$ cat src/rtl/core/pdc_pkg.sv
`timescale 1ns / 1ps
// shared types and constants of the pd controller with output clamp
// no dependencies; used by the channel interfaces and every rtl module
package pdc_pkg;

  // configuration register indexes
  localparam int CFG_IDX_BITS = 3;
  localparam logic [CFG_IDX_BITS-1:0] REG_ENABLE     = 3'd0;
  localparam logic [CFG_IDX_BITS-1:0] REG_PROP_GAIN  = 3'd1;
  localparam logic [CFG_IDX_BITS-1:0] REG_DERIV_GAIN = 3'd2;
  localparam logic [CFG_IDX_BITS-1:0] REG_OUT_UPPER  = 3'd3;
  localparam logic [CFG_IDX_BITS-1:0] REG_OUT_LOWER  = 3'd4;

  // gain digit handled per multiplier step
  localparam int DIGIT_BITS = 16;

  // saturation point of a gain term magnitude
  localparam int TERM_LIM_BIT = 61;

  typedef struct packed {
    logic load_in;
    logic calc_err;
    logic mul_init;
    logic mul_sel_d;
    logic mul_step;
    logic term_p;
    logic term_d;
    logic div_init;
    logic div_step;
    logic deriv_fin;
    logic sum;
    logic out_load;
    logic out_zero;
  } pdc_cmd_t;

  typedef struct packed {
    logic dt_zero;
    logic mul_last;
    logic div_last;
    logic out_free;
  } pdc_stat_t;

endpackage

$ cat src/rtl/core/pdc_ifs.sv
`timescale 1ns / 1ps
// valid/ready channel interfaces: input items, results and register writes
// depends on pdc_pkg
interface pdc_in_if #(parameter int DATA_WIDTH = 32) ();
  logic                         valid;
  logic                         ready;
  logic signed [DATA_WIDTH-1:0] setpoint;
  logic signed [DATA_WIDTH-1:0] measured;
  logic        [DATA_WIDTH-1:0] step_time;

  modport source (output valid, setpoint, measured, step_time, input ready);
  modport sink   (input valid, setpoint, measured, step_time, output ready);
endinterface

interface pdc_out_if #(parameter int DATA_WIDTH = 32) ();
  logic                         valid;
  logic                         ready;
  logic signed [DATA_WIDTH-1:0] drive;
  logic signed [DATA_WIDTH-1:0] error_now;
  logic                         clamped;

  modport source (output valid, drive, error_now, clamped, input ready);
  modport sink   (input valid, drive, error_now, clamped, output ready);
endinterface

interface pdc_cfg_if #(parameter int DATA_WIDTH = 32) ();
  logic                               valid;
  logic                               ready;
  logic [pdc_pkg::CFG_IDX_BITS-1:0]   index;
  logic [DATA_WIDTH-1:0]              data;

  modport source (output valid, index, data, input ready);
  modport sink   (input valid, index, data, output ready);
endinterface

$ cat src/rtl/core/pdc_regs.sv
`timescale 1ns / 1ps
// configuration registers: enable, gains and output limits
// depends on pdc_pkg and pdc_cfg_if
module pdc_regs #(
  parameter int DATA_WIDTH = 32,
  parameter int FRAC_BITS  = 16
) (
  input  logic                         clk,
  input  logic                         rst,
  pdc_cfg_if.sink                      cfg,
  output logic                         enable,
  output logic signed [DATA_WIDTH-1:0] prop_gain,
  output logic signed [DATA_WIDTH-1:0] deriv_gain,
  output logic signed [DATA_WIDTH-1:0] out_upper,
  output logic signed [DATA_WIDTH-1:0] out_lower
);
  import pdc_pkg::*;

  localparam logic [DATA_WIDTH-1:0] ONE_FX = {{(DATA_WIDTH-1){1'b0}}, 1'b1} << FRAC_BITS;

  assign cfg.ready = 1'b1;

  always_ff @(posedge clk) begin
    if (rst) begin
      enable     <= 1'b0;
      prop_gain  <= '0;
      deriv_gain <= '0;
      out_upper  <= ONE_FX;
      out_lower  <= -ONE_FX;
    end else if (cfg.valid) begin
      case (cfg.index)
        REG_ENABLE:     enable     <= cfg.data[0];
        REG_PROP_GAIN:  prop_gain  <= cfg.data;
        REG_DERIV_GAIN: deriv_gain <= cfg.data;
        REG_OUT_UPPER:  out_upper  <= cfg.data;
        REG_OUT_LOWER:  out_lower  <= cfg.data;
        default: begin
        end
      endcase
    end
  end

endmodule

$ cat src/rtl/core/pdc_ctrl.sv
`timescale 1ns / 1ps
// sequencer of the pd controller: steps the datapath through one item
// depends on pdc_pkg
module pdc_ctrl (
  input  logic                clk,
  input  logic                rst,
  input  logic                in_valid,
  output logic                in_ready,
  input  logic                enable,
  input  pdc_pkg::pdc_stat_t  stat,
  output pdc_pkg::pdc_cmd_t   cmd
);
  import pdc_pkg::*;

  localparam logic [3:0] S_IDLE    = 4'd0;
  localparam logic [3:0] S_ZERO    = 4'd1;
  localparam logic [3:0] S_ERR     = 4'd2;
  localparam logic [3:0] S_MP_INIT = 4'd3;
  localparam logic [3:0] S_MP_RUN  = 4'd4;
  localparam logic [3:0] S_TERM_P  = 4'd5;
  localparam logic [3:0] S_DIV_RUN = 4'd6;
  localparam logic [3:0] S_DERIV   = 4'd7;
  localparam logic [3:0] S_MD_INIT = 4'd8;
  localparam logic [3:0] S_MD_RUN  = 4'd9;
  localparam logic [3:0] S_TERM_D  = 4'd10;
  localparam logic [3:0] S_SUM     = 4'd11;
  localparam logic [3:0] S_OUT     = 4'd12;

  logic [3:0] state;
  logic [3:0] state_next;

  assign in_ready = (state == S_IDLE);

  always_comb begin
    state_next = state;
    cmd        = '0;
    case (state)
      S_IDLE: begin
        if (in_valid) begin
          cmd.load_in = 1'b1;
          state_next  = enable ? S_ERR : S_ZERO;
        end
      end
      S_ZERO: begin
        if (stat.out_free) begin
          cmd.out_zero = 1'b1;
          state_next   = S_IDLE;
        end
      end
      S_ERR: begin
        cmd.calc_err = 1'b1;
        state_next   = S_MP_INIT;
      end
      S_MP_INIT: begin
        cmd.mul_init = 1'b1;
        state_next   = S_MP_RUN;
      end
      S_MP_RUN: begin
        cmd.mul_step = 1'b1;
        if (stat.mul_last) begin
          state_next = S_TERM_P;
        end
      end
      S_TERM_P: begin
        cmd.term_p   = 1'b1;
        cmd.div_init = 1'b1;
        // zero time step: derivative is forced to zero, no division needed
        state_next   = stat.dt_zero ? S_DERIV : S_DIV_RUN;
      end
      S_DIV_RUN: begin
        cmd.div_step = 1'b1;
        if (stat.div_last) begin
          state_next = S_DERIV;
        end
      end
      S_DERIV: begin
        cmd.deriv_fin = 1'b1;
        state_next    = S_MD_INIT;
      end
      S_MD_INIT: begin
        cmd.mul_init  = 1'b1;
        cmd.mul_sel_d = 1'b1;
        state_next    = S_MD_RUN;
      end
      S_MD_RUN: begin
        cmd.mul_step = 1'b1;
        if (stat.mul_last) begin
          state_next = S_TERM_D;
        end
      end
      S_TERM_D: begin
        cmd.term_d = 1'b1;
        state_next = S_SUM;
      end
      S_SUM: begin
        cmd.sum    = 1'b1;
        state_next = S_OUT;
      end
      S_OUT: begin
        if (stat.out_free) begin
          cmd.out_load = 1'b1;
          state_next   = S_IDLE;
        end
      end
      default: begin
        state_next = S_IDLE;
      end
    endcase
  end

  always_ff @(posedge clk) begin
    if (rst) begin
      state <= S_IDLE;
    end else begin
      state <= state_next;
    end
  end

endmodule

$ cat src/rtl/core/pdc_dp.sv
`timescale 1ns / 1ps
// datapath: error, serial restoring divider, digit-serial gain multiplier,
// term sum, clamp, stored error and result register; depends on pdc_pkg
module pdc_dp #(
  parameter int DATA_WIDTH = 32,
  parameter int FRAC_BITS  = 16
) (
  input  logic                         clk,
  input  logic                         rst,
  input  pdc_pkg::pdc_cmd_t            cmd,
  output pdc_pkg::pdc_stat_t           stat,
  input  logic signed [DATA_WIDTH-1:0] prop_gain,
  input  logic signed [DATA_WIDTH-1:0] deriv_gain,
  input  logic signed [DATA_WIDTH-1:0] out_upper,
  input  logic signed [DATA_WIDTH-1:0] out_lower,
  input  logic signed [DATA_WIDTH-1:0] setpoint,
  input  logic signed [DATA_WIDTH-1:0] measured,
  input  logic        [DATA_WIDTH-1:0] step_time,
  output logic                         out_valid,
  input  logic                         out_ready,
  output logic signed [DATA_WIDTH-1:0] drive,
  output logic signed [DATA_WIDTH-1:0] error_now,
  output logic                         clamped
);
  import pdc_pkg::*;

  localparam int W   = DATA_WIDTH;
  localparam int F   = FRAC_BITS;
  localparam int QW  = W + 1 + F;                  // dividend and quotient bits
  localparam int ND  = (W + DIGIT_BITS - 1) / DIGIT_BITS;
  localparam int BW  = ND * DIGIT_BITS;
  localparam int AW  = BW + W;                     // product accumulator
  localparam int XW  = (AW > 64) ? AW : 64;        // term magnitude
  localparam int SW  = XW + 2;                     // sum of two terms
  localparam int MCW = (ND > 1) ? $clog2(ND) : 1;
  localparam int DCW = $clog2(QW);

  localparam logic [W-1:0]  W_MAX    = {1'b0, {(W-1){1'b1}}};
  localparam logic [W-1:0]  W_MIN    = {1'b1, {(W-1){1'b0}}};
  localparam logic [QW-1:0] LIM_NEG  = QW'(1) << (W - 1);
  localparam logic [QW-1:0] LIM_POS  = (QW'(1) << (W - 1)) - QW'(1);
  localparam logic [XW-1:0] TERM_LIM = XW'(1) << TERM_LIM_BIT;

  // input item
  logic [W-1:0] sp_q;
  logic [W-1:0] ms_q;
  logic [W-1:0] dt_q;

  // error and derivative
  logic [W-1:0] err_q;
  logic [W-1:0] last_error;
  logic [W-1:0] deriv_q;
  logic [W:0]   err_diff;
  logic [W-1:0] err_sat;
  logic [W:0]   d_diff;
  logic [W:0]   d_mag;

  // divider
  logic [W-1:0]   rem;
  logic [QW-1:0]  quo;
  logic           dneg;
  logic [DCW-1:0] dcnt;
  logic [W:0]     rem_sh;
  logic           rem_ge;
  logic [W:0]     rem_sub;
  logic [QW-1:0]  q_lim;
  logic [QW-1:0]  q_sat;

  // multiplier
  logic [W-1:0]            mul_x;
  logic [W-1:0]            mul_g;
  logic [W-1:0]            ma;
  logic [BW-1:0]           mb;
  logic [AW-1:0]           acc;
  logic                    mneg;
  logic [MCW-1:0]          mcnt;
  logic [W+DIGIT_BITS-1:0] pp;

  // terms, sum and clamp
  logic [AW-1:0] prod_sh;
  logic [XW-1:0] tmag;
  logic [XW-1:0] tsat;
  logic [XW:0]   term_n;
  logic [XW:0]   term_p;
  logic [XW:0]   term_d;
  logic [SW-1:0] sum_q;
  logic [SW-1:0] up_ext;
  logic [SW-1:0] lo_ext;
  logic          above;
  logic          below;

  assign stat.dt_zero  = (dt_q == '0);
  assign stat.mul_last = (mcnt == MCW'(ND - 1));
  assign stat.div_last = (dcnt == DCW'(QW - 1));
  assign stat.out_free = !out_valid || out_ready;

  // saturated setpoint - measured
  assign err_diff = {sp_q[W-1], sp_q} - {ms_q[W-1], ms_q};
  assign err_sat  = (err_diff[W] != err_diff[W-1]) ? (err_diff[W] ? W_MIN : W_MAX)
                                                  : err_diff[W-1:0];

  // exact error difference, magnitude never reaches 2^W
  assign d_diff = {err_q[W-1], err_q} - {last_error[W-1], last_error};
  assign d_mag  = d_diff[W] ? -d_diff : d_diff;

  // one restoring step per cycle
  assign rem_sh  = {rem, quo[QW-1]};
  assign rem_ge  = (rem_sh >= {1'b0, dt_q});
  assign rem_sub = rem_sh - {1'b0, dt_q};

  assign q_lim = dneg ? LIM_NEG : LIM_POS;
  assign q_sat = (quo > q_lim) ? q_lim : quo;

  assign mul_x = cmd.mul_sel_d ? deriv_q : err_q;
  assign mul_g = cmd.mul_sel_d ? deriv_gain : prop_gain;
  assign pp    = ma * mb[BW-1 -: DIGIT_BITS];

  // term: shift out fraction bits, saturate magnitude, apply sign
  assign prod_sh = acc >> F;
  assign tmag    = XW'(prod_sh);
  assign tsat    = (tmag > TERM_LIM) ? TERM_LIM : tmag;
  assign term_n  = mneg ? -{1'b0, tsat} : {1'b0, tsat};

  assign up_ext = {{(SW-W){out_upper[W-1]}}, out_upper};
  assign lo_ext = {{(SW-W){out_lower[W-1]}}, out_lower};
  assign above  = $signed(sum_q) > $signed(up_ext);
  assign below  = $signed(sum_q) < $signed(lo_ext);

  always_ff @(posedge clk) begin
    if (cmd.load_in) begin
      sp_q <= setpoint;
      ms_q <= measured;
      dt_q <= step_time;
    end
    if (cmd.calc_err) begin
      err_q <= err_sat;
    end
    if (cmd.div_init) begin
      dneg <= d_diff[W];
      quo  <= {d_mag, {F{1'b0}}};
      rem  <= '0;
      dcnt <= '0;
    end else if (cmd.div_step) begin
      rem  <= rem_ge ? rem_sub[W-1:0] : rem_sh[W-1:0];
      quo  <= {quo[QW-2:0], rem_ge};
      dcnt <= dcnt + DCW'(1);
    end
    if (cmd.deriv_fin) begin
      if (dt_q == '0) begin
        deriv_q <= '0;
      end else begin
        deriv_q <= dneg ? -q_sat[W-1:0] : q_sat[W-1:0];
      end
    end
    if (cmd.mul_init) begin
      ma   <= mul_x[W-1] ? -mul_x : mul_x;
      mb   <= BW'(mul_g[W-1] ? -mul_g : mul_g);
      mneg <= mul_x[W-1] ^ mul_g[W-1];
      acc  <= '0;
      mcnt <= '0;
    end else if (cmd.mul_step) begin
      // most significant gain digit first
      acc  <= (acc << DIGIT_BITS) + AW'(pp);
      mb   <= mb << DIGIT_BITS;
      mcnt <= mcnt + MCW'(1);
    end
    if (cmd.term_p) begin
      term_p <= term_n;
    end
    if (cmd.term_d) begin
      term_d <= term_n;
    end
    if (cmd.sum) begin
      sum_q <= {term_p[XW], term_p} + {term_d[XW], term_d};
    end
    if (cmd.out_load) begin
      error_now <= err_q;
      clamped   <= above || below;
      if (above) begin
        drive <= out_upper;
      end else if (below) begin
        drive <= out_lower;
      end else begin
        drive <= sum_q[W-1:0];
      end
    end else if (cmd.out_zero) begin
      drive     <= '0;
      error_now <= '0;
      clamped   <= 1'b0;
    end
  end

  always_ff @(posedge clk) begin
    if (rst) begin
      last_error <= '0;
      out_valid  <= 1'b0;
    end else begin
      if (cmd.out_load) begin
        last_error <= err_q;
      end
      if (cmd.out_load || cmd.out_zero) begin
        out_valid <= 1'b1;
      end else if (out_ready) begin
        out_valid <= 1'b0;
      end
    end
  end

endmodule

$ cat src/rtl/core/pd_controller_clamped.sv
`timescale 1ns / 1ps
// Proportional-derivative controller with clamped output, fixed point with FRAC_BITS
// fraction bits. One result per input item. While enabled, the serial divider for the
// derivative takes most of the time of an item at one quotient bit per cycle, and the
// shared gain multiplier takes a 16-bit digit a cycle. A zero time step skips the
// divider. While disabled an item gives a zero result. A finished result waits in an
// output register, so the next item is taken meanwhile. Register writes are taken in
// any cycle and must happen while idle.
// depends on pdc_pkg, the channel interfaces, pdc_regs, pdc_ctrl and pdc_dp
module pd_controller_clamped #(
  parameter int DATA_WIDTH = 32,
  parameter int FRAC_BITS  = 16
) (
  input  logic        clk,
  input  logic        rst,
  pdc_in_if.sink      in_ch,
  pdc_out_if.source   out_ch,
  pdc_cfg_if.sink     cfg
);
  import pdc_pkg::*;

  logic                         enable;
  logic signed [DATA_WIDTH-1:0] prop_gain;
  logic signed [DATA_WIDTH-1:0] deriv_gain;
  logic signed [DATA_WIDTH-1:0] out_upper;
  logic signed [DATA_WIDTH-1:0] out_lower;
  logic                         in_ready;
  pdc_cmd_t                     cmd;
  pdc_stat_t                    stat;

  assign in_ch.ready = in_ready;

  pdc_regs #(
    .DATA_WIDTH (DATA_WIDTH),
    .FRAC_BITS  (FRAC_BITS)
  ) u_regs (
    .clk        (clk),
    .rst        (rst),
    .cfg        (cfg),
    .enable     (enable),
    .prop_gain  (prop_gain),
    .deriv_gain (deriv_gain),
    .out_upper  (out_upper),
    .out_lower  (out_lower)
  );

  pdc_ctrl u_ctrl (
    .clk      (clk),
    .rst      (rst),
    .in_valid (in_ch.valid),
    .in_ready (in_ready),
    .enable   (enable),
    .stat     (stat),
    .cmd      (cmd)
  );

  pdc_dp #(
    .DATA_WIDTH (DATA_WIDTH),
    .FRAC_BITS  (FRAC_BITS)
  ) u_dp (
    .clk        (clk),
    .rst        (rst),
    .cmd        (cmd),
    .stat       (stat),
    .prop_gain  (prop_gain),
    .deriv_gain (deriv_gain),
    .out_upper  (out_upper),
    .out_lower  (out_lower),
    .setpoint   (in_ch.setpoint),
    .measured   (in_ch.measured),
    .step_time  (in_ch.step_time),
    .out_valid  (out_ch.valid),
    .out_ready  (out_ch.ready),
    .drive      (out_ch.drive),
    .error_now  (out_ch.error_now),
    .clamped    (out_ch.clamped)
  );

endmodule

$ cat src/flat_wrapper.sv
// flat-port wrapper written by rule: the top's interface ports become plain ports
module pd_controller_clamped_flat import pdc_pkg::*;
#(
  parameter int DATA_WIDTH = 32,
  parameter int FRAC_BITS  = 16
)
  (clk, rst, in_ch_valid, in_ch_setpoint, in_ch_measured, in_ch_step_time, in_ch_ready, out_ch_valid, out_ch_drive, out_ch_error_now, out_ch_clamped, out_ch_ready, cfg_valid, cfg_index, cfg_data, cfg_ready);
  pdc_in_if #(.DATA_WIDTH(DATA_WIDTH)) in_ch_i ();
  pdc_out_if #(.DATA_WIDTH(DATA_WIDTH)) out_ch_i ();
  pdc_cfg_if #(.DATA_WIDTH(DATA_WIDTH)) cfg_i ();
  input  logic clk;
  input  logic rst;
  input wire logic [$bits(in_ch_i.valid)-1:0] in_ch_valid;
  input wire logic [$bits(in_ch_i.setpoint)-1:0] in_ch_setpoint;
  input wire logic [$bits(in_ch_i.measured)-1:0] in_ch_measured;
  input wire logic [$bits(in_ch_i.step_time)-1:0] in_ch_step_time;
  output wire logic [$bits(in_ch_i.ready)-1:0] in_ch_ready;
  output wire logic [$bits(out_ch_i.valid)-1:0] out_ch_valid;
  output wire logic [$bits(out_ch_i.drive)-1:0] out_ch_drive;
  output wire logic [$bits(out_ch_i.error_now)-1:0] out_ch_error_now;
  output wire logic [$bits(out_ch_i.clamped)-1:0] out_ch_clamped;
  input wire logic [$bits(out_ch_i.ready)-1:0] out_ch_ready;
  input wire logic [$bits(cfg_i.valid)-1:0] cfg_valid;
  input wire logic [$bits(cfg_i.index)-1:0] cfg_index;
  input wire logic [$bits(cfg_i.data)-1:0] cfg_data;
  output wire logic [$bits(cfg_i.ready)-1:0] cfg_ready;
  assign in_ch_i.valid = in_ch_valid;
  assign in_ch_i.setpoint = in_ch_setpoint;
  assign in_ch_i.measured = in_ch_measured;
  assign in_ch_i.step_time = in_ch_step_time;
  assign in_ch_ready = in_ch_i.ready;
  assign out_ch_valid = out_ch_i.valid;
  assign out_ch_drive = out_ch_i.drive;
  assign out_ch_error_now = out_ch_i.error_now;
  assign out_ch_clamped = out_ch_i.clamped;
  assign out_ch_i.ready = out_ch_ready;
  assign cfg_i.valid = cfg_valid;
  assign cfg_i.index = cfg_index;
  assign cfg_i.data = cfg_data;
  assign cfg_ready = cfg_i.ready;
  pd_controller_clamped #(.DATA_WIDTH(DATA_WIDTH), .FRAC_BITS(FRAC_BITS)) u_core (.clk(clk), .rst(rst), .in_ch(in_ch_i), .out_ch(out_ch_i), .cfg(cfg_i));
endmodule
$ cat config.mk
export PLATFORM = sky130hd
export DESIGN_NAME = pd_controller_clamped_flat
export DESIGN_NICKNAME = d
export VERILOG_FILES = /design/src/rtl/core/pdc_pkg.sv /design/src/rtl/core/pdc_ifs.sv /design/src/rtl/core/pdc_regs.sv /design/src/rtl/core/pdc_ctrl.sv /design/src/rtl/core/pdc_dp.sv /design/src/rtl/core/pd_controller_clamped.sv /design/src/flat_wrapper.sv
export SDC_FILE = /design/constraint.sdc
export NUM_CORES = 2
export LEC_CHECK = 0
export BUFFER_PORTS_ARGS = -buffer_cell sky130_fd_sc_hd__buf_2
export CAP_MARGIN = 10
export CORE_ASPECT_RATIO = 1.2
export CORE_MARGIN = 3
export CORE_UTILIZATION = 45
export CTS_CLUSTER_SIZE = 8
export DETAILED_ROUTE_END_ITERATION = 10
export SKIP_CTS_REPAIR_TIMING = 1
export SLEW_MARGIN = 10
export SYNTH_ARGS = -nofsm -noshare
export SYNTH_HDL_FRONTEND = slang
export SYNTH_SLANG_ARGS = --single-unit
$ cat constraint.sdc
create_clock -name clk -period 19.85 [get_ports clk]
set_input_delay 0.9925 -clock clk [delete_from_list [all_inputs] [get_ports clk]]
set_output_delay 0.9925 -clock clk [all_outputs]
set_load 0.03 [all_outputs]
-- After elaboration in Yosys (flattened, before gate mapping)
Cells that the tools add are included.
- flip-flop bits (word level): 805
- logic and storage cells: 140
- $mul: 1
- $add $sub $neg: 12
- multiplexer cells: 48
- $lt $le $gt $ge: 5
- equality and inequality tests: 23
- reduce and logical (&&, ||, !) cells: 20
- bitwise operators: 1
- operator list (kind ; number):
    two-way mux 32 bit ; 16
    two-way mux 49 bit ; 2
    negator 32 bit ; 3
    adder 65 x 65 -> 66 bit ; 1
    greater-than comparator 66 x 32 -> 1 bit ; 1
    less-than comparator 66 x 32 -> 1 bit ; 1
    subtractor 32 x 32 -> 33 bit ; 2
    two-way mux 65 bit ; 1
    negator 62 -> 65 bit ; 1
    adder 64 x 48 -> 64 bit ; 1
    greater-than comparator 48 x 62 -> 1 bit (second input constant) ; 1
    two-way mux 62 bit ; 1
    greater-than comparator 49 x 32 -> 1 bit ; 1
    multiplier 32 x 16 -> 48 bit ; 1
    one-hot mux 4 bit (12 select lines) ; 1
    greater-or-equal comparator 33 x 32 -> 1 bit ; 1
    two-way mux 33 bit ; 1
    negator 33 bit ; 1
    logical NOT 32 bit ; 1
    subtractor 32 bit ; 1
    two-way mux 31 bit ; 1
    equality test 4 bit (second input constant) ; 5
    two-way mux 4 bit ; 5
    two-way mux 1 bit ; 19
    22 further kinds ; 41

-- Depth between registers and ports, before layout
- word-level depth: 6
- mapped depth: 26
- gate-level depth less buffers: 25

-- By module
From an unflattened synthesis, not the netlist that was laid out.
- cells, all modules: 6634
- area total of the unflattened synthesis: 63977.6 um2
- modules (own cells, without submodules) (module ; times used ; area an instance (um2) ; sequential area each (um2) ; cells an instance):
    pdc_dp ; 1 ; 58327.2 ; 18657.9 ; 6092
    pdc_regs ; 1 ; 5215.0 ; 2582.5 ; 479
    pdc_ctrl ; 1 ; 435.4 ; 80.1 ; 63

-- Worst setup path after synthesis
No wires, ideal clock.
- path type: register -> register
- from: reg u_core.u_dp.ma[28]
- to: reg u_core.u_dp.acc[62]
- arrival time: 6366 ps
- path buffers: 2
- stages on the path, launching flop included: 25
- slack: 13414 ps
- period minus slack after synthesis: 6436 ps
- data required time: 19780 ps
- cell sequence: edfxtp_1 clkbuf_1 nand2_1 fa_1 inv_1 fa_1 inv_1 fa_1 inv_1 fa_1 fa_1 inv_1 fa_1 inv_1 ha_1 clkbuf_1 nand3_1 or3_1 o31a_1 a31oi_1 a21oi_1 o211ai_1 nand4_1 xor2_1 a21oi_1
- longest elaborated chain between the ends: 2
- ends and longest elaborated chain (what ; line ; source):
    start, declared ; pdc_dp.sv:72 ; logic [W-1:0] ma;
    start signal, assigned ; pdc_dp.sv:156 ; ma <= mul_x[W-1] ? -mul_x : mul_x;
    multiplier 32 x 16 -> 48 bit ; pdc_dp.sv:116 ; assign pp = ma * mb[BW-1 -: DIGIT_BITS];
    adder 64 x 48 -> 64 bit ; pdc_dp.sv:163 ; acc <= (acc << DIGIT_BITS) + AW'(pp);
    end signal, assigned ; pdc_dp.sv:163 ;
    end, declared ; pdc_dp.sv:74 ; logic [AW-1:0] acc;
Every way passes these cells.
A chain may end at the register's enable or synchronous reset.

-- Worst setup path in the final report
- from: reg u_core.u_dp.ma[9]
- to: reg u_core.u_dp.acc[52]
Same word-level chain as after synthesis.

==> flow_metrics.py <==
metrics = {
    "synthesis": {
        "syn_area_per_cell_sq_um": 9.24,
        "synth-edff-count": 520,
        "syn_nets": 7934,
        "syn-instance-count": 6873,
        "synth_cell_types": 91,
        "ys.warnings.count": 0,
        "ys_ff_latch": 805,
        "ys.flop_type": "edfxtp_1",
        "synth_seq_area_share": 0.336,
        "synth-async-reset-ratio": 0,
        "synth_area_sq_um": 63500,
    },
    "placed_design": {
        "portBuffers": 202,
        "hpwl_um": 136000,
        "placed_cell_area_sq_um": 66100,
        "place.gp.congestion": 0.919,
        "place_inst": 8644,
    },
    "run": {
        "max_cap_violations": 0,
    },
    "drt": {
        "firstDrtPassIters": 5,
        "ant_nets": 0,
        "viasPerCell": 5.53,
        "drtIter0Drc": 3262,
        "wl_um": 181000,
        "wl_per_cell_um": 20.4,
        "vias": 48900,
        "drc": 0,
    },
    "layout": {
        "layoutNonFillerInstCount": 8854,
        "final_cell_mix": "1062 x nand2_1, 850 x inv_1, 520 x edfxtp_1, 508 x a21oi_1, 471 x ha_1",
        "drive_gt1_frac": 0.0639,
        "design_area_sq_um": 69500,
        "final_nets": 7995,
        "syn2layout_area_growth_pct": 9.41,
        "final_common_cell": "nand2_1",
    },
    "timing": {
        "hold_slack_ps": 428,
        "fin_setup_tns_ps": 0,
        "fin_skew_ps": 63.5,
        "tightest_slew_ps": 1150,
        "setup-violations-final": 0,
        "slew_violations": 0,
        "rsz0062_at_grt": "false",
        "post-route-min-period_ps": 7420,
        "fin_crit_sh": 0.374,
        "slew_headroom": 0.233,
        "fmax_ghz": 0.135,
        "finalHoldViolCount": 0,
    },
    "global_routing": {
        "grt_use_met2": 0.439,
        "grt_pass1_vias": 50000,
        "grt_pass1_wl_um": 285000,
        "met3_usage": 0.0426,
        "met1_usage": 0.296,
        "grt_busiest_layer": "met2",
        "antenna_found_initial": 3,
        "grt_max_degree": 92,
        "track_usage": 0.248,
        "overflow": 0,
    },
    "critical_path": {
        "cp_slowest_stage_delay_ps": 720,
        "cp_slowest_cell": "edfxtp_1",
        "cp-start-kind": "register",
        "cpLargestDelayFamily": "adder cells",
        "crit_path_frequent_cell": "fa_1",
        "worst_setup_path_end_kind": "register",
        "path_cells": "and2_1 > fa_1 > inv_1 > fa_1 > fa_1 > inv_1 > fa_1 > fa_1 > inv_1 > fa_1 > inv_1 > ha_1 > and4_1 > and2_1 > nand2_1 > a21oi_1 > o211ai_1 > a211oi_1 > o21ai_0 > a21oi_1 > a22oi_1 > xor2_1 > o21ai_0",
        "required_ps": 20500,
        "crit_fanout": 16,
        "r2r-start": "u_core.u_dp.ma[9]",
        "crit_path_start": "u_core.u_dp.ma[9]",
        "cp.arrival_ps": 8070,
        "crit_type": "reg -> reg",
        "cp_num_buf_inv": 4,
    },
    "floorplan": {
        "placementRows": 150,
        "io_pins": 204,
        "start_util": 0.454,
        "die_w_um": 349,
        "die_h_um": 418,
        "dieArea_sq_um": 146000,
        "coreArea_sq_um": 140000,
    },
    "power_and_ir_drop": {
        "leakage_nw": 30.0,
        "finalPower_mw": 4.74,
        "p_per_area_nw_per_um2": 68.2,
        "ir_worst_vdd_mv": 0.0877,
    },
    "clock_network": {
        "clock_latency_ps": 740,
        "cts_buffers": 112,
        "clock-root-buffer": "clkbuf_16",
        "cts_max_level": 3,
        "cts_tree": "built",
        "clk_pin_slew_worst_paths_ps": 50,
        "ctsLongestPathBuffers": 3,
        "cts_sinks": 805,
    },
    "worst_hold_path": {
        "worstHoldStart": "in_ch_measured[9]",
        "hold_class": "in -> reg",
    },
    "status": {
        "status": "finished clean",
    },
}
registers in the layout (all words and copies together), names as in the netlist, 49 cells and up:
| register | flops |
|---|---|
| u_core.u_dp.term_d | 65 |
| u_core.u_dp.sum_q | 66 |
| u_core.u_dp.quo | 49 |
| u_core.u_dp.acc | 64 |
| u_core.u_dp.term_p | 65 |
cells in the mapped netlist (39+ instances only):
| library cell | instances | area, sq um |
|---|---|---|
| nor2_1 | 282 | 1060 |
| a21o_1 | 177 | 1330 |
| a31oi_1 | 45 | 282 |
| xor2_1 | 129 | 1130 |
| ha_1 | 471 | 5890 |
| nand2_1 | 1062 | 3990 |
| clkbuf_1 | 291 | 1090 |
| a21oi_1 | 508 | 2540 |
| nand2b_1 | 39 | 244 |
| o31ai_1 | 41 | 308 |
| a211oi_1 | 53 | 398 |
| o21ai_0 | 312 | 1560 |
| and2_1 | 228 | 1430 |
| fa_1 | 454 | 9090 |
| mux2i_1 | 118 | 1180 |
| nand4_1 | 75 | 469 |
| inv_1 | 850 | 3190 |
| dfxtp_1 | 285 | 5710 |
| edfxtp_1 | 520 | 15600 |
| nand3_1 | 76 | 380 |
| xnor2_1 | 207 | 1810 |
| nor3_1 | 89 | 445 |
cell type report:
class | count | area (sq um)
clock inverters | 8 | 144
well taps | 1824 | 2280
fillers | 13000 | 70300
repair buffers | 265 | 1490
multi-input cells | 4897 | 37900
clock buffers | 201 | 3220
diodes | 1 | 2.50
inverters | 853 | 3200
flip-flops and latches | 805 | 21300
through the flow:
step / utilization / setup slack (ps)
after floorplan: - / 13410
after global placement: 0.473 / 12610
after detailed placement: 0.473 / 12550
after CTS: 0.497 / 12570
after global routing: 0.497 / 12170
final: 0.497 / 12430
kinds of logic after synthesis:
logic type	count (synthesis)	synth area share
other	1	0.0000590
XOR/XNOR	336	0.0463
multiplexers	118	0.0186
AND/OR/NAND/NOR	2073	0.151
AO/OA/AOI/OAI	1434	0.141
adder cells (fa/ha/maj)	935	0.237
flip-flops	805	0.336
buffers and inverters	1171	0.0699
power breakdown:
group / leakage, nW / switching, mW / internal, mW / total [mW]
clock network: 1.59 / 0.766 / 1.09 / 1.85
logic: 21.2 / 0.625 / 0.362 / 0.987
registers: 7.12 / 0.0425 / 1.86 / 1.90
metal layers:
metal | vias to the layer above | part of all wire
li1 | 23400 | -
met1 | 23800 | 0.40
met2 | 1309 | 0.50
met3 | 358 | 0.057
met4 | 4 | 0.045
met5 | - | 0.00010
path summary, 6_finish.rpt:
kind                            slack (ps)             endpoint  depth (start not counted)
worst max-delay path                 12430  u_core.u_dp.acc[52]                         23
worst min-delay path                   430  u_core.u_dp.ms_q[9]                          1
worst max register to register       12430  u_core.u_dp.acc[52]                         23
worst min register to register         450  u_core.u_dp.rem[31]                          2
Note: power is estimated with default switching activity, not from simulation.
